`config.mk`:
```
export PLATFORM = sky130hd
export DESIGN_NAME = mscc_back
export DESIGN_NICKNAME = d
export VERILOG_FILES = /design/src/sv/mscc_pkg.sv /design/src/sv/mscc_back.sv
export VERILOG_INCLUDE_DIRS = /design/src /design/src/sv
export SDC_FILE = /design/constraint.sdc
export NUM_CORES = 1
export LEC_CHECK = 0
export ABC_CLOCK_PERIOD_IN_PS = 5000
export BUFFER_PORTS_ARGS = -buffer_cell sky130_fd_sc_hd__buf_2
export CAP_MARGIN = 20
export CORE_ASPECT_RATIO = 0.5
export CORE_MARGIN = 5
export CORE_UTILIZATION = 45
export DETAILED_ROUTE_END_ITERATION = 8
export PLACE_DENSITY = 0.6
export SLEW_MARGIN = 10
export SYNTH_ARGS = -nofsm -noshare
export SYNTH_HDL_FRONTEND = slang
export SYNTH_SLANG_ARGS = --single-unit
```
`constraint.sdc`:
```
create_clock -name clk_i -period 5 [get_ports clk_i]
set_input_delay 1 -clock clk_i [delete_from_list [all_inputs] [get_ports clk_i]]
set_output_delay 1 -clock clk_i [all_outputs]
set_load 0.05 [all_outputs]
```
`src/sv/marching_squares_cell_classifier_unit_defines.svh`:
```
// assertion macros shared by the classifier rtl
`ifndef MARCHING_SQUARES_CELL_CLASSIFIER_UNIT_DEFINES_SVH
`define MARCHING_SQUARES_CELL_CLASSIFIER_UNIT_DEFINES_SVH
`ifndef SYNTHESIS
// same-cycle implication
`define MSCC_ASSERT_IMPL(lbl, clk, rst_n, ante, cons) \
  lbl: assert property (@(posedge clk) disable iff (!rst_n) (ante) |-> (cons)) \
    else $error("mscc assertion failed");
// next-cycle implication
`define MSCC_ASSERT_NEXT(lbl, clk, rst_n, ante, cons) \
  lbl: assert property (@(posedge clk) disable iff (!rst_n) (ante) |=> (cons)) \
    else $error("mscc assertion failed");
`else
`define MSCC_ASSERT_IMPL(lbl, clk, rst_n, ante, cons)
`define MSCC_ASSERT_NEXT(lbl, clk, rst_n, ante, cons)
`endif
`endif

```
`src/sv/mscc_pkg.sv`:
```
// shared constants and types of the marching-squares cell classifier
package mscc_pkg;
  localparam int unsigned MAX_COLS_DEF    = 1024;
  localparam int unsigned SAMPLE_BITS_DEF = 16;
  localparam int unsigned FRAC_BITS_DEF   = 12;
  localparam int unsigned QUEUE_DEPTH     = 2;

  localparam int unsigned ISO_W   = 16;
  localparam int unsigned RLEN_W  = 11;
  localparam int unsigned ROW_W   = 12;
  localparam int unsigned CASE_W  = 4;
  localparam int unsigned APB_AW  = 3;
  localparam int unsigned APB_DW  = 32;

  localparam logic [ROW_W-1:0]  ROW_MAX    = 12'hFFF;
  localparam logic [RLEN_W-1:0] RLEN_RESET = 11'd1024;
  localparam logic [RLEN_W-1:0] RLEN_MIN   = 11'd2;

  // corner weights and saddle codes
  localparam logic [CASE_W-1:0] CASE_TL     = 4'd8;
  localparam logic [CASE_W-1:0] CASE_TR     = 4'd4;
  localparam logic [CASE_W-1:0] CASE_BR     = 4'd2;
  localparam logic [CASE_W-1:0] CASE_BL     = 4'd1;
  localparam logic [CASE_W-1:0] CASE_SADDLE_A = 4'd5;
  localparam logic [CASE_W-1:0] CASE_SADDLE_B = 4'd10;

  // register index decoded from paddr[2]
  typedef enum logic [0:0] {
    REG_ISO  = 1'b0,
    REG_RLEN = 1'b1
  } reg_idx_e;
endpackage

```
`src/sv/mscc_back.sv`:
```
// back end: case code, saddle flag and edge crossing dividers
`include "marching_squares_cell_classifier_unit_defines.svh"
module mscc_back import mscc_pkg::*; #(
  parameter int unsigned SAMPLE_BITS = SAMPLE_BITS_DEF,
  parameter int unsigned FRAC_BITS   = FRAC_BITS_DEF,
  parameter int unsigned AW          = 10
) (
  input  logic                   clk_i,
  input  logic                   rst_ni,
  input  logic                   q_valid_i,
  output logic                   pop_o,
  input  logic [ROW_W-1:0]       e_row_i,
  input  logic [AW-1:0]          e_col_i,
  input  logic [SAMPLE_BITS-1:0] e_tl_i,
  input  logic [SAMPLE_BITS-1:0] e_tr_i,
  input  logic [SAMPLE_BITS-1:0] e_br_i,
  input  logic [SAMPLE_BITS-1:0] e_bl_i,
  input  logic [ISO_W-1:0]       iso_i,
  output logic                   out_valid_o,
  input  logic                   out_ready_i,
  output logic [ROW_W-1:0]       cell_row_o,
  output logic [AW-1:0]          cell_col_o,
  output logic [CASE_W-1:0]      case_id_o,
  output logic                   saddle_flipped_o,
  output logic [FRAC_BITS:0]     left_frac_o,
  output logic [FRAC_BITS:0]     top_frac_o,
  output logic [FRAC_BITS:0]     right_frac_o,
  output logic [FRAC_BITS:0]     bottom_frac_o
);
  localparam int unsigned CW   = (SAMPLE_BITS > ISO_W) ? SAMPLE_BITS : ISO_W;
  localparam int unsigned DW   = CW + 1;
  localparam int unsigned RW   = CW + 2;
  localparam int unsigned CNTW = $clog2(FRAC_BITS + 1);
  localparam logic [FRAC_BITS:0] HALF = (FRAC_BITS+1)'(1) << (FRAC_BITS - 1);

  typedef enum logic [1:0] {B_IDLE, B_DIV, B_OUT} bstate_e;

  bstate_e            state_q;
  logic [CNTW-1:0]    cnt_q;
  logic [RW-1:0]      rem_q [4];
  logic [DW-1:0]      den_q [4];
  logic [FRAC_BITS:0] quo_q [4];
  logic               cross_q [4];
  logic [ROW_W-1:0]   row_q;
  logic [AW-1:0]      col_q;
  logic [CASE_W-1:0]  case_q;
  logic               flip_q;
  logic               out_valid_q;
  logic [ROW_W-1:0]   o_row_q;
  logic [AW-1:0]      o_col_q;
  logic [CASE_W-1:0]  o_case_q;
  logic               o_flip_q;
  logic [FRAC_BITS:0] o_frac_q [4];

  logic signed [CW-1:0] tl, tr, br, bl, iso;
  logic signed [CW-1:0] ea [4];
  logic signed [CW-1:0] eb [4];
  logic signed [RW-1:0] dn, dd;
  logic [DW-1:0]        num_c [4];
  logic [DW-1:0]        den_c [4];
  logic                 cross_c [4];
  logic signed [RW-1:0] sum_c, iso4;
  logic [CASE_W-1:0]    case_c;
  logic                 flip_c;
  logic                 ge_c [4];
  logic [RW-1:0]        rem_n [4];
  logic                 load_out;

  // corner classification and edge numerators and denominators
  always_comb begin
    tl  = CW'($signed(e_tl_i));
    tr  = CW'($signed(e_tr_i));
    br  = CW'($signed(e_br_i));
    bl  = CW'($signed(e_bl_i));
    iso = CW'($signed(iso_i));
    case_c = '0;
    if (tl >= iso) case_c = case_c | CASE_TL;
    if (tr >= iso) case_c = case_c | CASE_TR;
    if (br >= iso) case_c = case_c | CASE_BR;
    if (bl >= iso) case_c = case_c | CASE_BL;
    sum_c  = RW'(tl) + RW'(tr) + RW'(br) + RW'(bl);
    iso4   = RW'(iso) <<< 2;
    flip_c = ((case_c == CASE_SADDLE_A) || (case_c == CASE_SADDLE_B)) && (sum_c < iso4);
    ea[0] = bl; eb[0] = tl;
    ea[1] = tl; eb[1] = tr;
    ea[2] = br; eb[2] = tr;
    ea[3] = bl; eb[3] = br;
    dn = '0;
    dd = '0;
    for (int e = 0; e < 4; e++) begin
      cross_c[e] = (ea[e] >= iso) != (eb[e] >= iso);
      dn = RW'(iso) - RW'(ea[e]);
      dd = RW'(eb[e]) - RW'(ea[e]);
      num_c[e] = (dn < 0) ? DW'(-dn) : DW'(dn);
      den_c[e] = (dd < 0) ? DW'(-dd) : DW'(dd);
    end
  end

  // one restoring division step per edge
  always_comb begin
    for (int e = 0; e < 4; e++) begin
      ge_c[e]  = rem_q[e] >= RW'(den_q[e]);
      rem_n[e] = ge_c[e] ? rem_q[e] - RW'(den_q[e]) : rem_q[e];
    end
  end

  assign pop_o    = (state_q == B_IDLE) && q_valid_i;
  assign load_out = (state_q == B_OUT) && (!out_valid_q || out_ready_i);

  // sequencer, dividers and output register
  always_ff @(posedge clk_i or negedge rst_ni) begin
    if (!rst_ni) begin
      state_q     <= B_IDLE;
      cnt_q       <= '0;
      out_valid_q <= 1'b0;
    end else begin
      if (out_valid_q && out_ready_i && !load_out) begin
        out_valid_q <= 1'b0;
      end
      unique case (state_q)
        B_IDLE: begin
          if (q_valid_i) begin
            row_q  <= e_row_i;
            col_q  <= e_col_i;
            case_q <= case_c;
            flip_q <= flip_c;
            for (int e = 0; e < 4; e++) begin
              rem_q[e]   <= RW'(num_c[e]);
              den_q[e]   <= den_c[e];
              quo_q[e]   <= '0;
              cross_q[e] <= cross_c[e];
            end
            cnt_q   <= CNTW'(FRAC_BITS);
            state_q <= B_DIV;
          end
        end
        B_DIV: begin
          for (int e = 0; e < 4; e++) begin
            rem_q[e] <= rem_n[e] << 1;
            quo_q[e] <= {quo_q[e][FRAC_BITS-1:0], ge_c[e]};
          end
          if (cnt_q == '0) begin
            state_q <= B_OUT;
          end else begin
            cnt_q <= cnt_q - CNTW'(1);
          end
        end
        B_OUT: begin
          if (load_out) begin
            out_valid_q <= 1'b1;
            o_row_q     <= row_q;
            o_col_q     <= col_q;
            o_case_q    <= case_q;
            o_flip_q    <= flip_q;
            for (int e = 0; e < 4; e++) begin
              o_frac_q[e] <= cross_q[e] ? quo_q[e] : HALF;
            end
            state_q <= B_IDLE;
          end
        end
        default: state_q <= B_IDLE;
      endcase
    end
  end

  assign out_valid_o      = out_valid_q;
  assign cell_row_o       = o_row_q;
  assign cell_col_o       = o_col_q;
  assign case_id_o        = o_case_q;
  assign saddle_flipped_o = o_flip_q;
  assign left_frac_o      = o_frac_q[0];
  assign top_frac_o       = o_frac_q[1];
  assign right_frac_o     = o_frac_q[2];
  assign bottom_frac_o    = o_frac_q[3];

  `MSCC_ASSERT_NEXT(a_pop_starts_div, clk_i, rst_ni, pop_o, state_q == B_DIV)
endmodule

```
# Yosys cells after proc, flatten, opt, wreduce, memory -nomap -nowiden
# Memory sizes are Yosys's and may differ from the RTL's.
# Cells that the tools add are included.
# totals
register_bits,61
ramBits,248
input_bits,106
out_inout_bits,81
n_memories,5
# classes
n_addsub,22
magnitude_cmp,16
n_eq_ne,12
muxes,45
bitwise_logic,8
reduce_logical,19
# memory_table
name,words,word_bits,read_ports,rd_clocked_by_memory_dff,wr,line_no,rtl
rem_q,4,18,4,0,4,mscc_back.sv:40,logic [RW-1:0] rem_q [4];
den_q,4,17,4,0,4,mscc_back.sv:41,logic [DW-1:0] den_q [4];
o_frac_q,4,13,4,0,4,mscc_back.sv:53,logic [FRAC_BITS:0] o_frac_q [4];
quo_q,4,13,4,0,4,mscc_back.sv:42,logic [FRAC_BITS:0] quo_q [4];
cross_q,4,1,4,0,4,mscc_back.sv:43,logic cross_q [4];
# op_table
op,n
$mux W17,11
$lt A17 B1 Y1 const B,7
$neg A17 Y17,7
$sub A16 B16 Y17,7
$mux W13,8
$ge A18 B17 Y1,4
$mux W18,4
$sub A17 B17 Y17,4
$ge A16 B16 Y1,4
$add A17 B16 Y18,1
$add A18 B16 Y18,1
$lt A18 B18 Y1,1
$add A16 B16 Y17,1
$mux W1,12
$mux W4,3
$reduce_and A3 Y1,4
$logic_and A1 B1 Y1,8
$mux W2,4
$ne A2 B2 Y1 const B,4
$or A1 B1 Y1,8
$pmux W4 S2,1
$pmux W2 S3,1
$eq A4 B3 Y1 const B,1
$eq A4 B4 Y1 const B,1
other kinds (10),15

# Depth between registers and ports, before layout
# depth
ltp_word,8
ltp_mapped,22
ltp_nobuf,22

# Worst setup path before layout
# OpenSTA, ideal clock, no wires.
# synth_path
path_kind,in2reg
start,input port q_valid_i
end,"memory quo_q[0][0] (netlist bit), enable pin"
setup_time_ps,1062
arrival_ps,4142
t_required_ps,3938
path_slack_ps,-204
stages,6
path_buffers,2
cell_sequence,nand2_1 > inv_1 > nand2_1 > clkbuf_1 > buf_1 > nand2_1
# synth_rtl
element,line_no,rtl
from (decl),mscc_back.sv:10,"input logic q_valid_i,"
to (decl),mscc_back.sv:42,

# Worst setup path in the final report
# layout_path
start,input port e_tr_i[1]
end,"register flip_q, data pin"
# layout_between
elab_chain_cells,5
# layout_lines
element,line_no,rtl
from (decl),mscc_back.sv:15,"input logic [SAMPLE_BITS-1:0] e_tr_i,"
$add A16 B16 Y17 or $ge A16 B16 Y1 (tied branches),"mscc_back.sv:81, mscc_back.sv:78",
$add A17 B16 Y18 or $mux W3 (tied branches),"mscc_back.sv:81, mscc_back.sv:78",
$add A18 B16 Y18 (tied with other cells),mscc_back.sv:81,sum_c = RW'(tl) + RW'(tr) + RW'(br) + RW'(bl);
$lt A18 B18 Y1 or $logic_or A1 B1 Y1 (tied branches),mscc_back.sv:83,flip_c = ((case_c == CASE_SADDLE_A) || (case_c == CASE_SADDLE_B)) && (sum_c < iso4);
$logic_and A1 B1 Y1 *,mscc_back.sv:83,
named net flip_c,mscc_back.sv:64,logic flip_c;
to (signal assigned),mscc_back.sv:126,flip_q <= flip_c;
to (decl),mscc_back.sv:47,logic flip_q;
# The timed path passes the listed nets; every way through them passes the cells marked *.
# A chain may end at the register's enable or synchronous reset.

==> summary by stage <==
Clock network
The clock sink total is 309. TritonCTS built the clock tree. The post-CTS clock slew at the launch and capture registers of the worst setup and hold paths is 70 ps. Hold repair after CTS inserted 0 buffers. The worst-skew pair later-pin latency is 590 ps. The cell chosen for the clock root is sky130_fd_sc_hd__clkbuf_16. The maximum clock insertion buffer count is 3. TritonCTS created 29 clock buffers. In this run the number of H-tree levels came out at 1.

Worst setup path
The arrival time reported for the critical path endpoint is 5180 ps. The type of origin of the critical path is an input pin. The maximum fanout along the worst path is 3. The endpoint type of the worst setup path is a flop.

STA puts the critical path data required time at 5340 ps. The signal on the critical path passes through buf_2, inv_1, fa_1, inv_1, fa_1, nand2_1, nor2_1, fa_1, a21o_1, a21oi_2, o21bai_1, a31o_2, a41oi_2, a21oi_2, nand4_1, nand4b_1, a21oi_2, xnor2_1, ha_1, nand2b_1, nand3_1, a211oi_1, a211oi_1. On the worst path, the slowest cell contributes a delay of a little over 500 ps.

The worst setup path is of the in -> reg kind. The slowest stage of the critical path is the sky130_fd_sc_hd__fa_1 cell.

Route
The average vias per placed instance is 5.61. The final layout contains routed wiring with a total length of 71600 um. Summing over every cut layer, the via total after detailed routing is between 15000 and 20000.

The first detailed-routing pass ran for 5 iterations. In the routed design, unresolved DRC markers number 0. The amount of wire on met3 after detailed routing is roughly 4300 um. The count of nets left with antenna violations once routing finished came out at 0.

Summed over all nets, wire length on met2 after detailed routing comes to approximately 32000 um. In the final routed layout, each cell accounts on average for 20.4 um. The highest metal layer carrying signal wires in the routed design is met4.

The met1 wire length is 32500 um. The number of violations reported at the end of detailed-routing iteration 0 is around 1300.

STA
On the final layout, the worst clock skew is 9.01 ps. The worst slew margin relative to its limit is 0.324. The number of hold violations in the final report is 0. Timing would allow up to 0.206 GHz. Setup violations remaining at the end of the flow were counted as 0. At the pin with the least slew margin, the transition time is 1010 ps.

In the finished design, the share of the clock period the worst path needs comes to 0.969. The shortest period the worst path allows is 4840 ps. The number of max-slew violations in the final report came to 0.

Global routing
The residual overflow from global routing is 0. The largest net degree at the start of global routing is approximately 120. The number of global-route vias before repair is around 19000. The first global-routing pass estimated 109000 um of wire. Across every metal layer, demand over resource in global routing totals 0.233. The number of antenna violations at the first check in global routing is 3.

Die
The core area is 53800 um2. The die footprint is 59300 um2. In this run the vertical extent of the chip is 175 um. The horizontal extent of the die is 339 um. The initial standard-cell utilization of the core is 0.454. Pin placement for this block handled 187 I/O pins. The site row count is 60.

Status
The run finished with clean final reports.

Placed design
The placed wire-length estimate after detailed placement is between 50000 and 60000 um. Input and output buffers added on the ports amount to 186. The final weighted congestion in routability-driven placement is 0.955. The total cell area at the placement stage is 26700 um2. Including well taps, the total number of placed cells is 3443.

Synth
In the post-synthesis netlist, the biggest area contributors are sky130_fd_sc_hd__edfxtp_1 37%, sky130_fd_sc_hd__ha_1 12%, sky130_fd_sc_hd__xnor2_1 5.0%. Ranked by instance count, the synthesized netlist is headed by 299 x sky130_fd_sc_hd__edfxtp_1, 247 x sky130_fd_sc_hd__inv_1, 241 x sky130_fd_sc_hd__ha_1. The netlist area before placement is about 24000 um2. In the synthesized netlist the dominant register cell turns out to be sky130_fd_sc_hd__edfxtp_1. The most frequent cell after synthesis is sky130_fd_sc_hd__edfxtp_1. The synthesized design contains ~300 enable-type register cells. Synthesis produced a netlist whose cell count is 2523. The synthesized net count is 2914. In this run the mean area of a mapped cell was 9.68 um2.

The largest total area in the synthesized netlist belongs to sky130_fd_sc_hd__edfxtp_1. The sequential-to-total area share from yosys stat is 0.377. The proportion of netlist area held by the largest area contributor is 0.368. Counting distinct cell types in the post-synthesis netlist gives 76. The share of flip-flops with an asynchronous set or reset is 0.0227.

The number of synthesized register bits is 309. The number of warnings printed during yosys synthesis is 0.

Job
The reported max-cap violation count is 0.

Layout
The layout overhead on the synthesized area is 13.9%. The finished cells cover 27800 um2. The register area is between 9000 and 10000 um2.

The area taken by multi-input logic gates is about 14000 um2. Once layout is complete, the cells apart from fillers number 3502. Fill cells in the final layout number 4957. At the end of the flow, the number of nets in the layout was 3156. In the final layout, the share of cells above drive strength 1 is 0.132.

Power and ir drop
The power per standard cell area is around 440 nW/um2. The worst-case IR drop observed on VDD is 0.000288 V. Summed over all cells, the static leakage comes to approximately 0.012 uW.

Min path
The tightest min-delay check is of the reg -> reg type.
## final cells by class
cell class | instances | share of cell area
multi-input combinational | 1906 | 0.509
sequential | 309 | 0.331
timing repair buffer | 271 | 0.0567
inverter | 248 | 0.0335
tap | 713 | 0.0321
clock buffer | 37 | 0.0286
clock inverter | 17 | 0.00873
antenna | 1 | 0.0000900
## metrics by stage
| stage | util | setup TNS [ps] | worst slack [ps] | hold WS, ps | total power [uW] |
|---|---|---|---|---|---|
| 2_1_floorplan | - | 0 | 11.8 | 400 | 8230 |
| 3_3_place_gp | 0.497 | -436 | -436 | 400 | 9710 |
| 3_5_place_dp | 0.497 | -471 | -471 | 405 | 9780 |
| 4_1_cts | 0.516 | 0 | 126 | 414 | 12300 |
| 5_1_grt | 0.517 | -23.7 | -23.7 | 426 | 13100 |
| 6_report | 0.517 | 0 | 156 | 417 | 12300 |
## final timing paths
kind	depth (start not counted)	start	endpoint	slack, ps
hold reg to reg	0	col_q[3]	cell_col_o[3]	420
setup / recovery	23	e_tr_i[1]	flip_q	160
max in group asynchronous	2	rst_ni	cnt_q[0]	4000
setup reg to reg	12	rem_q[0][3]	rem_q[0][6]	1370
hold / removal	0	col_q[3]	cell_col_o[3]	420
min in group asynchronous	2	rst_ni	state_q[0]	750
## worst max-delay path, delay by kind of cell
kind | cells | cell delay (ps)
buffers and inverters | 3 | 300
and+or+nand+nor | 6 | 560
adders and majority gates | 4 | 1670
AOI/OAI and AO/OA | 9 | 1590
xor gates and xnor gates | 1 | 80
## report_power, final
| part | internal, uW | total [uW] | switching (uW) |
|---|---|---|---|
| sequential | 3630 | 3900 | 268 |
| combinational | 2460 | 5920 | 3470 |
| clock | 1400 | 2430 | 1030 |
## metal layers
layer / global-route usage / vias to the layer above
li1: - / 9664
met2: 0.380 / 497
met4: 0.0772 / 0
met5: 0 / -
met3: 0.0401 / 139
met1: 0.318 / 9363
## state kept, by name, indices dropped and copies added, names as in the netlist, 10 cells and up
| signal | flops |
|---|---|
| o_frac_q | 52 |
| cell_row_o | 12 |
| den_q | 68 |
| col_q | 10 |
| row_q | 12 |
| cell_col_o | 10 |
| rem_q | 72 |
| quo_q | 52 |
## cell usage in the layout (no fill, tap or decap), drive strengths merged, types with 11 or more instances in the layout
master and count:
edfxtp 299, o31a 11, o31ai 21, nor2 202, o21ai 107, a21boi 13
or3 18, nor2b 38, a21oi 206, xnor2 139, o21bai 18, nand3 36
xor2 101, ha 241, o21a 39, inv 250, a31oi 29, and2 64
nor3 56, mux2i 19, nand2 97, and3 72, fa 44, a21o 43
a211oi 37, nand4 23, nand2b 38, buf 271, clkbuf 37, or2 16
o22ai 47
## logic make-up (layout without fill, tap and decap cells)
kind of cell    count (synthesis)  in the layout  share of synthesized area
compound gates                652            652                      0.170
xor+xnor                      240            240                     0.0861
fa+ha+maj                     285            285                      0.160
buf+inv                       308            573                     0.0475
flops                         309            309                      0.377
mux                            21             21                    0.00871
other cells                     0              1                          0
simple gates                  708            708                      0.150
## repair_timing
item                       in CTS  in global routing
resized for setup               0                  3
hold endpoints to repair        0                  0
setup buffers                   0                  2
setup endpoints to repair       0                  1
(Power assumes the default switching activity.)
