<file path="src/sv/marching_squares_cell_classifier_unit_defines.svh">
// assertion macros shared by the classifier rtl
`ifndef MARCHING_SQUARES_CELL_CLASSIFIER_UNIT_DEFINES_SVH
`define MARCHING_SQUARES_CELL_CLASSIFIER_UNIT_DEFINES_SVH
`ifndef SYNTHESIS
// same-cycle implication
`define MSCC_ASSERT_IMPL(lbl, clk, rst_n, ante, cons) \
  lbl: assert property (@(posedge clk) disable iff (!rst_n) (ante) |-> (cons)) \
    else $error("mscc assertion failed");
// next-cycle implication
`define MSCC_ASSERT_NEXT(lbl, clk, rst_n, ante, cons) \
  lbl: assert property (@(posedge clk) disable iff (!rst_n) (ante) |=> (cons)) \
    else $error("mscc assertion failed");
`else
`define MSCC_ASSERT_IMPL(lbl, clk, rst_n, ante, cons)
`define MSCC_ASSERT_NEXT(lbl, clk, rst_n, ante, cons)
`endif
`endif

</file>
<file path="src/sv/mscc_pkg.sv">
// shared constants and types of the marching-squares cell classifier
package mscc_pkg;
  localparam int unsigned MAX_COLS_DEF    = 1024;
  localparam int unsigned SAMPLE_BITS_DEF = 16;
  localparam int unsigned FRAC_BITS_DEF   = 12;
  localparam int unsigned QUEUE_DEPTH     = 2;

  localparam int unsigned ISO_W   = 16;
  localparam int unsigned RLEN_W  = 11;
  localparam int unsigned ROW_W   = 12;
  localparam int unsigned CASE_W  = 4;
  localparam int unsigned APB_AW  = 3;
  localparam int unsigned APB_DW  = 32;

  localparam logic [ROW_W-1:0]  ROW_MAX    = 12'hFFF;
  localparam logic [RLEN_W-1:0] RLEN_RESET = 11'd1024;
  localparam logic [RLEN_W-1:0] RLEN_MIN   = 11'd2;

  // corner weights and saddle codes
  localparam logic [CASE_W-1:0] CASE_TL     = 4'd8;
  localparam logic [CASE_W-1:0] CASE_TR     = 4'd4;
  localparam logic [CASE_W-1:0] CASE_BR     = 4'd2;
  localparam logic [CASE_W-1:0] CASE_BL     = 4'd1;
  localparam logic [CASE_W-1:0] CASE_SADDLE_A = 4'd5;
  localparam logic [CASE_W-1:0] CASE_SADDLE_B = 4'd10;

  // register index decoded from paddr[2]
  typedef enum logic [0:0] {
    REG_ISO  = 1'b0,
    REG_RLEN = 1'b1
  } reg_idx_e;
endpackage

</file>
<file path="src/sv/mscc_queue.sv">
// small fifo between the front and back ends
`include "marching_squares_cell_classifier_unit_defines.svh"
module mscc_queue import mscc_pkg::*; #(
  parameter int unsigned WIDTH = 8,
  parameter int unsigned DEPTH = QUEUE_DEPTH,
  localparam int unsigned PW = (DEPTH > 1) ? $clog2(DEPTH) : 1
) (
  input  logic             clk_i,
  input  logic             rst_ni,
  input  logic             push_i,
  input  logic [WIDTH-1:0] din_i,
  output logic             full_o,
  input  logic             pop_i,
  output logic [WIDTH-1:0] dout_o,
  output logic             empty_o
);
  logic [WIDTH-1:0] slot_q [DEPTH];
  logic [PW-1:0]    wp_q, rp_q;
  logic [PW:0]      cnt_q;

  // pointers and fill count
  always_ff @(posedge clk_i or negedge rst_ni) begin
    if (!rst_ni) begin
      wp_q  <= '0;
      rp_q  <= '0;
      cnt_q <= '0;
    end else begin
      if (push_i) begin
        wp_q <= (wp_q == PW'(DEPTH - 1)) ? '0 : wp_q + PW'(1);
      end
      if (pop_i) begin
        rp_q <= (rp_q == PW'(DEPTH - 1)) ? '0 : rp_q + PW'(1);
      end
      if (push_i && !pop_i) begin
        cnt_q <= cnt_q + (PW+1)'(1);
      end else if (pop_i && !push_i) begin
        cnt_q <= cnt_q - (PW+1)'(1);
      end
    end
  end

  // entry storage
  always_ff @(posedge clk_i) begin
    if (push_i) begin
      slot_q[wp_q] <= din_i;
    end
  end

  assign full_o  = (cnt_q == (PW+1)'(DEPTH));
  assign empty_o = (cnt_q == '0);
  assign dout_o  = slot_q[rp_q];

  `MSCC_ASSERT_IMPL(a_no_overflow, clk_i, rst_ni, push_i, !full_o)
  `MSCC_ASSERT_IMPL(a_no_underflow, clk_i, rst_ni, pop_i, !empty_o)
endmodule

</file>
<file path="config.mk">
export PLATFORM = sky130hd
export DESIGN_NAME = mscc_queue
export DESIGN_NICKNAME = d
export VERILOG_FILES = /design/src/sv/mscc_pkg.sv /design/src/sv/mscc_queue.sv
export VERILOG_INCLUDE_DIRS = /design/src /design/src/sv
export SDC_FILE = /design/constraint.sdc
export NUM_CORES = 1
export LEC_CHECK = 0
export ABC_CLOCK_PERIOD_IN_PS = 1100
export BUFFER_PORTS_ARGS = -buffer_cell sky130_fd_sc_hd__buf_2
export CORE_ASPECT_RATIO = 1.2
export CORE_UTILIZATION = 30
export CTS_CLUSTER_DIAMETER = 30
export DETAILED_ROUTE_END_ITERATION = 16
export MAX_ROUTING_LAYER = met4
export PLACE_DENSITY = 0.6
export SETUP_SLACK_MARGIN = 0.02
export SYNTH_ARGS = -nofsm -noshare
export SYNTH_HDL_FRONTEND = slang
export SYNTH_SLANG_ARGS = --single-unit
</file>
<file path="constraint.sdc">
create_clock -name clk_i -period 1.1 [get_ports clk_i]
set_input_delay 0.055 -clock clk_i [delete_from_list [all_inputs] [get_ports clk_i]]
set_output_delay 0.055 -clock clk_i [all_outputs]
set_load 0.05 [all_outputs]
</file>
=== Word level (Yosys, flattened, before mapping) ===
Memory sizes are Yosys's and may differ from the RTL's.
Index checks and enable logic that the tools add are counted.

* Bits in registers: 4
* Memory bits (writable): 16
* Bits of input ports: 12
* Output and inout port bits: 10
* Word-level logic and storage cells: 21
* Memories: 1

* Add/subtract/negate cells: 4
* Eq/ne operators: 1
* Multiplexer cells: 6
* Reductions and logical operators: 6

{| class="wikitable"
|+ Memory list
! memory !! depth !! width !! read ports !! clocked after memory_dff !! wr ports !! RTL line !! RTL
|-
| slot_q || 2 || 8 || 1 || 0 || 1 || mscc_queue.sv:17 || <nowiki>logic [WIDTH-1:0] slot_q [DEPTH];</nowiki>
|}

{| class="wikitable"
|+ Operators with widths
! cell !! number
|-
| $mux W1 || 4
|-
| $mux W2 || 2
|-
| $add A1 B1 Y1 const B || 2
|-
| $add A2 B1 Y2 const B || 1
|-
| $eq A2 B2 Y1 const B || 1
|-
| $logic_and A1 B1 Y1 || 2
|-
| $logic_not A1 Y1 || 2
|-
| $logic_not A2 Y1 || 1
|-
| $reduce_bool A2 Y1 || 1
|-
| $sub A2 B1 Y2 const B || 1
|}

=== Logic depth before layout (Yosys ltp) ===
Gate-level depths: netlist of the first run.

* Depth after elaboration: 4
* Gate-level depth with buffers: 5

=== Least setup slack after synthesis of the first run ===
Ideal clock, no wire load.

* Path type: flip-flop to flip-flop
* From: register wp_q
* To: memory slot_q[0][0] (enable)
* Library setup time: 0.373 ns
* Arrival: 0.789 ns
* Slack: -0.062 ns
* Stages on the path, launching flop included: 2
* Clock period less this slack: 1.162 ns
* Cells stage by stage: dfrtp_1 -> nor2b_1

{| class="wikitable"
|+ RTL lines
! item !! RTL line !! RTL
|-
| start, declared || mscc_queue.sv:18 || <nowiki>logic [PW-1:0] wp_q, rp_q;</nowiki>
|-
| start signal, assigned || mscc_queue.sv:29 || <nowiki>wp_q <= (wp_q == PW'(DEPTH - 1)) ? '0 : wp_q + PW'(1);</nowiki>
|-
| end, declared || mscc_queue.sv:17 ||
|}

Straight into the memory's write port.

=== Final worst setup path of the first run ===
* From: register rp_q
* To: output dout_o[7]

* Cells in the longest elaborated chain, start to end: 1

{| class="wikitable"
|+ Ends and longest elaborated chain
! item !! RTL line !! RTL
|-
| start, declared || mscc_queue.sv:18 ||
|-
| start signal, assigned || mscc_queue.sv:32 || <nowiki>rp_q <= (rp_q == PW'(DEPTH - 1)) ? '0 : rp_q + PW'(1);</nowiki>
|-
| $mem_v2 Z2 W8 || -- ||
|-
| end, declared || mscc_queue.sv:14 || <nowiki>output logic [WIDTH-1:0] dout_o,</nowiki>
|}

Every way passes these cells.

==> impl_metrics.tcl, run 1 <==
set metrics [dict create \
    standard_cell_with_the_maximum_stage_delay_on_the_critical_path "dfrtp_2" \
    post_synth_num_cell_types 12 \
    drv_cap 0 \
    yosys.cell_count.top_type "edfxtp_1" \
    unrepaired_setup_endpoints_after_global_routing "yes" \
    routabilityCongestion 0.651 \
    dpl.hpwl_um 793 \
    violated_checks "setup timing" \
    synth.top_cells.by_count "16 x edfxtp_1, 8 x mux2_2, 4 x dfrtp_1, 4 x xor2_1, 2 x nor2_1" \
    crit_path_cell_trace "buf_6 -> mux2_2 -> buf_6" \
    worstMarginPinSlew_ns 0.135 \
    crit_type "reg -> out" \
    final_period_minus_worst_setup_slack_ns 1.36 \
    synth.ff_latch_count 20 \
    port_buffers 21 \
    fin_util_pct 51.3 \
    tritoncts_num_sinks 20 \
    dr_total_vias 474 \
    drt_pass_1_iters 2 \
    holdCritPathClass "in -> async" \
    number_of_drc_markers_after_the_initial_detailed_route_iteration 4 \
    critical_path_required_ns 1.04 \
    cts_buffer_depth 2 \
    tritoncts.num_buffers 3 \
    vdd_ir_drop_max_mv 1.43 \
    number_of_levels_in_the_clock_h_tree 1 \
    finish.net_count 97 \
    route.detailed.drc 0 \
    numPlacedInstances 95 \
    max_freq_mhz 737 \
    maxSlewHeadroom_pct 91.0 \
    detailroute.wirelength.met3_um 76 \
    timing.reg2reg.worst_path_depth 4 \
    setup_violations 9 \
    synthesized_instance_count 41 \
    drive_above_1_share_pct 53.0 \
    final_cell_area_sq_mm 0.00121 \
    arrival_ns 1.30 \
    synth_top_cell_area_share_pct 62.3 \
    globalRouteTotalUtil_pct 11.1 \
    synth.cell_area_sq_um 771 \
    postRouteWirelength_mm 1.29 \
    layoutNonFillerInstCount 114 \
    ys_async_sr_fraction_pct 20.0 \
    grt_overflow 0 \
    core-area_sq_mm 0.00235 \
    tritoncts_clock_tree "built" \
    power-per-cell-area_mw_per_mm2 2700 \
    fp.dieArea_sq_mm 0.00278 \
    rows 19 \
    synth_top_area_cell "edfxtp_1" \
    area_growth_syn_to_layout_pct 56.7 \
    antennaDiodeCount 0 \
    rrSetupSlack_ns 0.06 \
    chipWidth_um 48.3 \
    placed_cell_area_sq_um 956 \
    grt_first_pass_wirelength_mm 2.04 \
    grt_start_max_net_pins 12 \
    yosysWarningCount 0 \
    critical_path_peak_fanout 5 \
    worstSetupEndpointType "primary output" \
    maxUsedRoutingLayer "met3" \
    die-height_um 57.5 \
    syn_nets 54 \
    cp_dominant_cell_by_count "buf_6" \
    run_status "complete, but fails checks" \
    clkLatencyLatePin_ns 0.29 \
    yosysSeqAreaShare_pct 75.3 \
    first_global_vias 498 \
    m1WireLength_um 530 \
    antenna_violations_before_repair 0 \
    timing.final.crit_share_pct 123 \
    total_power_uw 3260 \
    finClkSkew_ns 0.0130 \
    met2RoutedLength_um 680 \
    vias_per_cell 4.16 \
    drt.antenna.violating_nets 0 \
    postLayoutSetupSlackWorst_ns -0.256 \
    syn_area_per_cell_sq_um 18.8 \
    critical_path.startpoint_type "flop" \
    start_util_pct 32.7 \
    number_of_flops_mapped_to_enable_cells_by_yosys 16 \
    boundaryPins 22 \
    synth-main-ff-cell "edfxtp_1" \
    finalMaxSlewViolations 0 \
    critical-path-max-stage-delay_ns 0.39 \
    clock_root_buffer "clkbuf_4" \
    clk_transition_reported_paths_ns 0.11 \
    p_leak_uw 0.000493 \
    finalHoldViolCount 0 \
    hold_ws_ns 0.0813 \
    wl_per_cell_um 11.3 \
    synth_area_leaders "edfxtp_1 62%, dfrtp_1 13%, mux2_2 12%" \
]
## per-stage QoR
step                      setup slack (ns)  TNS (ns)
after CTS                           -0.265     -2.11
final                               -0.256     -2.07
after detailed placement            -0.105    -0.773
after global routing                -0.309     -2.59
after floorplan                     0.0988         0
after global placement             -0.0897    -0.667
## timing repair
item | in CTS | in global routing
pin swaps | 0 | 3
resized for setup | 25 | 1
endpoints found under the hold margin | 22 | 0
hold buffers | 11 | 0
setup endpoints to repair | 10 | 11
buffers inserted | 3 | 1
## flip-flops by register name (all words and copies together) (netlist names)
| signal | count |
|---|---|
| cnt_q | 2 |
| rp_q | 1 |
| slot_q | 16 |
| wp_q | 1 |
## routing by layer
layer  track usage (%)  vias up
li1                  -      235
met2              18.7       19
met5                 -        -
met1              11.6      220
met4              4.76        0
met3              2.85        0
## layout make-up
type                            count  area (sq um)
Sequential cell                    20           582
Tap cell                           31          38.8
Fill cell                         205          1150
Clock buffer                        4          36.3
Timing Repair Buffer               39           367
Inverter                            1          3.75
Multi-Input combinational cell     19           180
## final timing paths
| check | startpoint | endpoint |
|---|---|---|
| max | rp_q | dout_o[7] |
| min | rst_ni | cnt_q[1] |
| max reg2reg | cnt_q[0] | cnt_q[1] |
| min reg2reg | cnt_q[1] | cnt_q[1] |
| max in group asynchronous | rst_ni | rp_q |
| min in group clk_i | push_i | cnt_q[0] |
## critical path, delay by kind of cell (launching register included)
family | cells | cell delay (ns)
buf+inv | 2 | 0.27
flops | 1 | 0.39
mux | 1 | 0.34
## cells in the final DEF, fill, tap and decap left out, types with 2 or more instances in the layout
master,count
buf_12,2
buf_2,11
buf_4,2
buf_6,13
clkbuf_4,3
dfrtp_1,3
dlygate4sd3_1,11
edfxtp_1,16
mux2_2,8
xor2_1,4
## report_power, final
part / switching [uW] / internal (uW) / leakage (uW)
Clock: 199 / 201 / 0.0000210
Sequential: 100 / 1030 / 0.000196
Combinational: 938 / 788 / 0.000276
## logic make-up after synthesis
logic type / after synthesis / share of synthesized area (%)
buf+inv: 2 / 1.95
fa+ha+maj: 1 / 1.62
mux: 8 / 11.7
xor+xnor: 5 / 5.68
simple gates: 5 / 3.74
flops: 20 / 75.3
No activity file was read; power rests on OpenSTA's default activity.
==> run 2: changes to the inputs <==
CAP_MARGIN = 30   (was default)
SETUP_SLACK_MARGIN = default   (was 0.02)
==> impl_metrics.tcl, run 2 (same netlist as run 1, synthesis figures left out) <==
set metrics [dict create \
    multi_input_area_sq_um 180 \
    unrepaired_setup_endpoints_after_global_routing "yes" \
    cp_dominant_cell_by_count "buf_6" \
    wl_per_cell_um 11.5 \
    boundaryPins 22 \
    drt.antenna.violating_nets 0 \
    arrival_ns 1.30 \
    die-height_um 57.5 \
    routabilityCongestion 0.651 \
    antennaDiodeCount 0 \
    port_buffers 21 \
    layout.area.seq_sq_um 582 \
    drive_above_1_share_pct 53.0 \
    finalHoldViolCount 0 \
    tritoncts_clock_tree "built" \
    clk_transition_reported_paths_ns 0.11 \
    postLayoutSetupSlackWorst_ns -0.256 \
    clkLatencyLatePin_ns 0.29 \
    finish.net_count 97 \
    max_flop_register "slot_q" \
    share_comb_of_total_power_pct 53.0 \
    first_global_vias 502 \
    violated_checks "setup timing" \
    number_of_levels_in_the_clock_h_tree 1 \
    p_leak_uw 0.000493 \
    vdd_ir_drop_max_mv 1.40 \
    drt_pass_1_iters 2 \
    start_util_pct 32.7 \
    area_growth_syn_to_layout_pct 56.7 \
    placed_cell_area_sq_um 956 \
    max_freq_mhz 737 \
    crit_type "reg -> out" \
    standard_cell_with_the_maximum_stage_delay_on_the_critical_path "dfrtp_2" \
    clock_root_buffer "clkbuf_4" \
    cts_buffer_depth 2 \
    layout.filler_cells 205 \
    dpl.hpwl_um 793 \
    grt_start_max_net_pins 12 \
    crit_path_cell_trace "buf_6 -> mux2_2 -> buf_6" \
    layout_common_cells "16 x edfxtp_1, 13 x buf_6, 11 x dlygate4sd3_1, 11 x buf_2, 8 x mux2_2" \
    grt_first_pass_wirelength_mm 2.05 \
    critical_path_peak_fanout 5 \
    critical-path-max-stage-delay_ns 0.39 \
    final_cell_area_sq_mm 0.00121 \
    most_common_cell_after_layout_fill_and_taps_aside "edfxtp_1" \
    holdCritPathClass "in -> async" \
    net-switching-power_uw 1240 \
    run_status "complete, but fails checks" \
    switching_share_pct 38.0 \
    max_ffs_per_register 16 \
    worstSetupEndpointType "primary output" \
    final.setup.tns_ns -2.07 \
    postRouteWirelength_mm 1.31 \
    grt_overflow 0 \
    number_of_drc_markers_after_the_initial_detailed_route_iteration 4 \
    fp.dieArea_sq_mm 0.00278 \
    hold_ws_ns 0.0933 \
    setup_violations 9 \
    critical_path_buf_inv_count 2 \
    tritoncts.num_buffers 3 \
    drv_cap 0 \
    critical_path_required_ns 1.04 \
    total_power_uw 3260 \
    antenna_violations_before_repair 0 \
    timing.final.crit_share_pct 123 \
    power.clock.fraction_pct 12.3 \
    critical_path.startpoint_type "flop" \
    core-area_sq_mm 0.00235 \
    fin_util_pct 51.3 \
    power.sequential.fraction_pct 34.7 \
    maxSlewHeadroom_pct 90.9 \
    finalMaxSlewViolations 0 \
    rows 19 \
    dr_total_vias 475 \
    chipWidth_um 48.3 \
    globalRouteTotalUtil_pct 11.2 \
    layout_top_registers "slot_q: 16 flops, cnt_q: 2 flops" \
    power-per-cell-area_mw_per_mm2 2700 \
    internal-power_uw 2020 \
    tritoncts_num_sinks 20 \
    critical_path.top_delay_family "flip-flops" \
    final_period_minus_worst_setup_slack_ns 1.36 \
    route.detailed.drc 0 \
    finClkSkew_ns 0.0129 \
    worstMarginPinSlew_ns 0.136 \
    vias_per_cell 4.17 \
]
[run 2: final cells by class]
cell class	instances	share of cell area, %
timing repair buffer	39	30.4
tap	31	3.21
inverter	1	0.311
clock buffer	4	3.01
multi-input combinational	19	14.9
sequential	20	48.2
[run 2: routing by layer]
metal	track usage [%]	share of wire (%)
met5	-	0
met4	4.76	0
met3	2.85	5.7
met2	18.9	54
met1	11.6	40
[run 2: worst paths after layout]
path	startpoint	endpoint	slack [ns]	cells after the start
max	rp_q	dout_o[7]	-0.26	3
min reg2reg	wp_q	wp_q	0.52	1
min in group clk_i	push_i	cnt_q[0]	0.13	3
max in group asynchronous	rst_ni	rp_q	0.88	2
max reg2reg	cnt_q[0]	cnt_q[1]	0.06	4
min	rst_ni	cnt_q[1]	0.09	2
[run 2: power by group through the flow]
stage / sequential [uW] / clock [uW] / combinational (uW)
floorplan: 1120 / 0 / 1000
global placement: 1190 / 0 / 1240
detailed placement: 1200 / 0 / 1250
CTS: 1130 / 415 / 1690
global route: 1160 / 443 / 1830
finish: 1130 / 400 / 1730
[run 2: metrics by stage]
step / setup WS, ns / std cells
finish: -0.256 / 114
global route: -0.309 / 114
CTS: -0.265 / 113
detailed placement: -0.105 / 95
global placement: -0.0897 / 95
floorplan: 0.0988 / 41
[run 2: timing repair]
action                                 CTS  global route
setup buffers                            3             1
hold buffers                            11             0
pin swaps                                0             3
setup endpoints to repair               10            11
resized for setup                       24             2
endpoints found under the hold margin   22             0
[run 2: worst register-to-register path, cell delays in order, from the launching register on]
cell and delay [ns]:
dfrtp_1 0.43, buf_6 0.13, xor2_1 0.13, nor2_1 0.14
xor2_1 0.14
==> run 3: changes to the inputs <==
CORE_UTILIZATION = 29   (was 30)
PLACE_DENSITY = 0.58   (was 0.6)
==> impl_metrics.tcl, run 3 (same netlist as run 1, synthesis figures left out) <==
set metrics [dict create \
    run_status "complete, but fails checks" \
    violated_checks "setup timing" \
    clk_transition_reported_paths_ns 0.10 \
    crit_type "reg -> out" \
    number_of_levels_in_the_clock_h_tree 1 \
    clkLatencyLatePin_ns 0.29 \
    postRouteWirelength_mm 1.20 \
    finClkSkew_ns 0.00594 \
    holdCritPathClass "in -> async" \
    first_global_vias 471 \
    power-per-cell-area_mw_per_mm2 2640 \
    cts_buffer_depth 2 \
    route.detailed.drc 0 \
    max_freq_mhz 746 \
    layoutNonFillerInstCount 116 \
    maxSlewHeadroom_pct 90.8 \
    crit-reg2reg-launch "cnt_q[0]" \
    tritoncts_num_sinks 20 \
    antenna_violations_before_repair 0 \
    rows 20 \
    fp.dieArea_sq_mm 0.00287 \
    area_growth_syn_to_layout_pct 54.9 \
    max_flop_register "slot_q" \
    chipWidth_um 49.1 \
    worstMarginPinSlew_ns 0.138 \
    drt.antenna.violating_nets 0 \
    postLayoutSetupSlackWorst_ns -0.241 \
    worstSetupEndpointType "primary output" \
    critical_path_peak_fanout 3 \
    final_cell_area_sq_mm 0.00119 \
    layout_top_registers "slot_q: 16 flops, cnt_q: 2 flops" \
    startpoint "rp_q" \
    boundaryPins 22 \
    grt_overflow 0 \
    p_leak_uw 0.000483 \
    critical_path_required_ns 1.04 \
    drt_pass_1_iters 4 \
    clock_root_buffer "clkbuf_4" \
    dr_total_vias 462 \
    placed_cell_area_sq_um 958 \
    start_util_pct 30.5 \
    grt_first_pass_wirelength_mm 2.06 \
    unrepaired_setup_endpoints_after_global_routing "yes" \
    vias_per_cell 3.98 \
    number_of_drc_markers_after_the_initial_detailed_route_iteration 9 \
    layout.filler_cells 232 \
    arrival_ns 1.29 \
    finalHoldViolCount 0 \
    tritoncts_clock_tree "built" \
    timing.final.crit_share_pct 122 \
    critical_path.startpoint_type "flop" \
    dpl.hpwl_um 799 \
    drive_above_1_share_pct 53.0 \
    routabilityCongestion 0.641 \
    finalMaxSlewViolations 0 \
    die-height_um 58.5 \
    drv_cap 0 \
    most_common_cell_after_layout_fill_and_taps_aside "edfxtp_1" \
    vdd_ir_drop_max_mv 1.43 \
    globalRouteTotalUtil_pct 10.1 \
    port_buffers 21 \
    setup_violations 9 \
    finish.net_count 97 \
    wl_per_cell_um 10.4 \
    final_period_minus_worst_setup_slack_ns 1.34 \
    core-area_sq_mm 0.00253 \
    max_ffs_per_register 16 \
    numPlacedInstances 97 \
    antennaDiodeCount 0 \
    layout_common_cells "16 x edfxtp_1, 11 x dlygate4sd3_1, 11 x buf_2, 11 x buf_6, 8 x mux2_2" \
    grt_start_max_net_pins 12 \
    tritoncts.num_buffers 3 \
]
[run 3: cell counts in the layout (fill, tap and decap cells not counted)]
No cell type changed its count.
[run 3: power breakdown]
group / switching [uW] / leakage [uW] / total [uW] / internal (uW)
logic: 927 / 0.000273 / 1690 / 765
registers: 94.7 / 0.000195 / 1130 / 1040
clock network: 194 / 0.0000150 / 335 / 141
total: 1220 / 0.000483 / 3160 / 1940
[run 3: final cells by class]
class / instances / area [sq um] / area share, %
clock buffer: 4 / 26.3 / 2.20
multi-input combinational: 19 / 180 / 15.1
tap: 33 / 41.3 / 3.46
sequential: 20 / 583 / 48.8
timing repair buffer: 39 / 359 / 30.1
inverter: 1 / 3.75 / 0.314
[run 3: worst paths after layout]
path                       slack (ns)  cells after the start        end
setup / recovery                -0.24                      3  dout_o[2]
max in group asynchronous        0.87                      2       rp_q
setup reg to reg                 0.06                      4   cnt_q[1]
hold reg to reg                  0.51                      1       wp_q
hold / removal                   0.09                      2   cnt_q[1]
min in group clk_i               0.15                      3   cnt_q[0]
[run 3: metrics by stage]
stage                     worst slack, ns  power, uW  util (%)  hold WS, ns  TNS [ns]
after detailed placement           -0.100       2440      37.9       -0.130    -0.702
after global placement            -0.0997       2430      37.9       -0.131    -0.680
after global routing               -0.314       3320      47.2       0.0863     -2.55
after floorplan                    0.0988       2120         -       -0.241         0
after CTS                          -0.250       3150      46.9       0.0789     -1.98
final                              -0.241       3160      47.2       0.0907     -1.90
[run 3: repair_timing]
item,4_1_cts,5_1_grt
hold buffers,11,0
pin swaps,0,1
endpoints found under the hold margin,22,0
setup endpoints to repair,10,11
buffers inserted,4,0
resized for setup,23,2
cloned,0,0
[run 3: routing by layer]
| layer | GRT usage [%] | up-vias | part of all wire [%] |
|---|---|---|---|
| met3 | 2.33 | 2 | 5.0 |
| li1 | - | 231 | - |
| met4 | 5.04 | 0 | 0.67 |
| met2 | 16.4 | 17 | 50 |
| met5 | - | - | 0 |
| met1 | 11.9 | 212 | 45 |
[run 3: critical path, cell delays in order (launching register included)]
cell     delay, ns
dfrtp_2       0.42
buf_4         0.15
mux2_2        0.28
buf_6         0.16
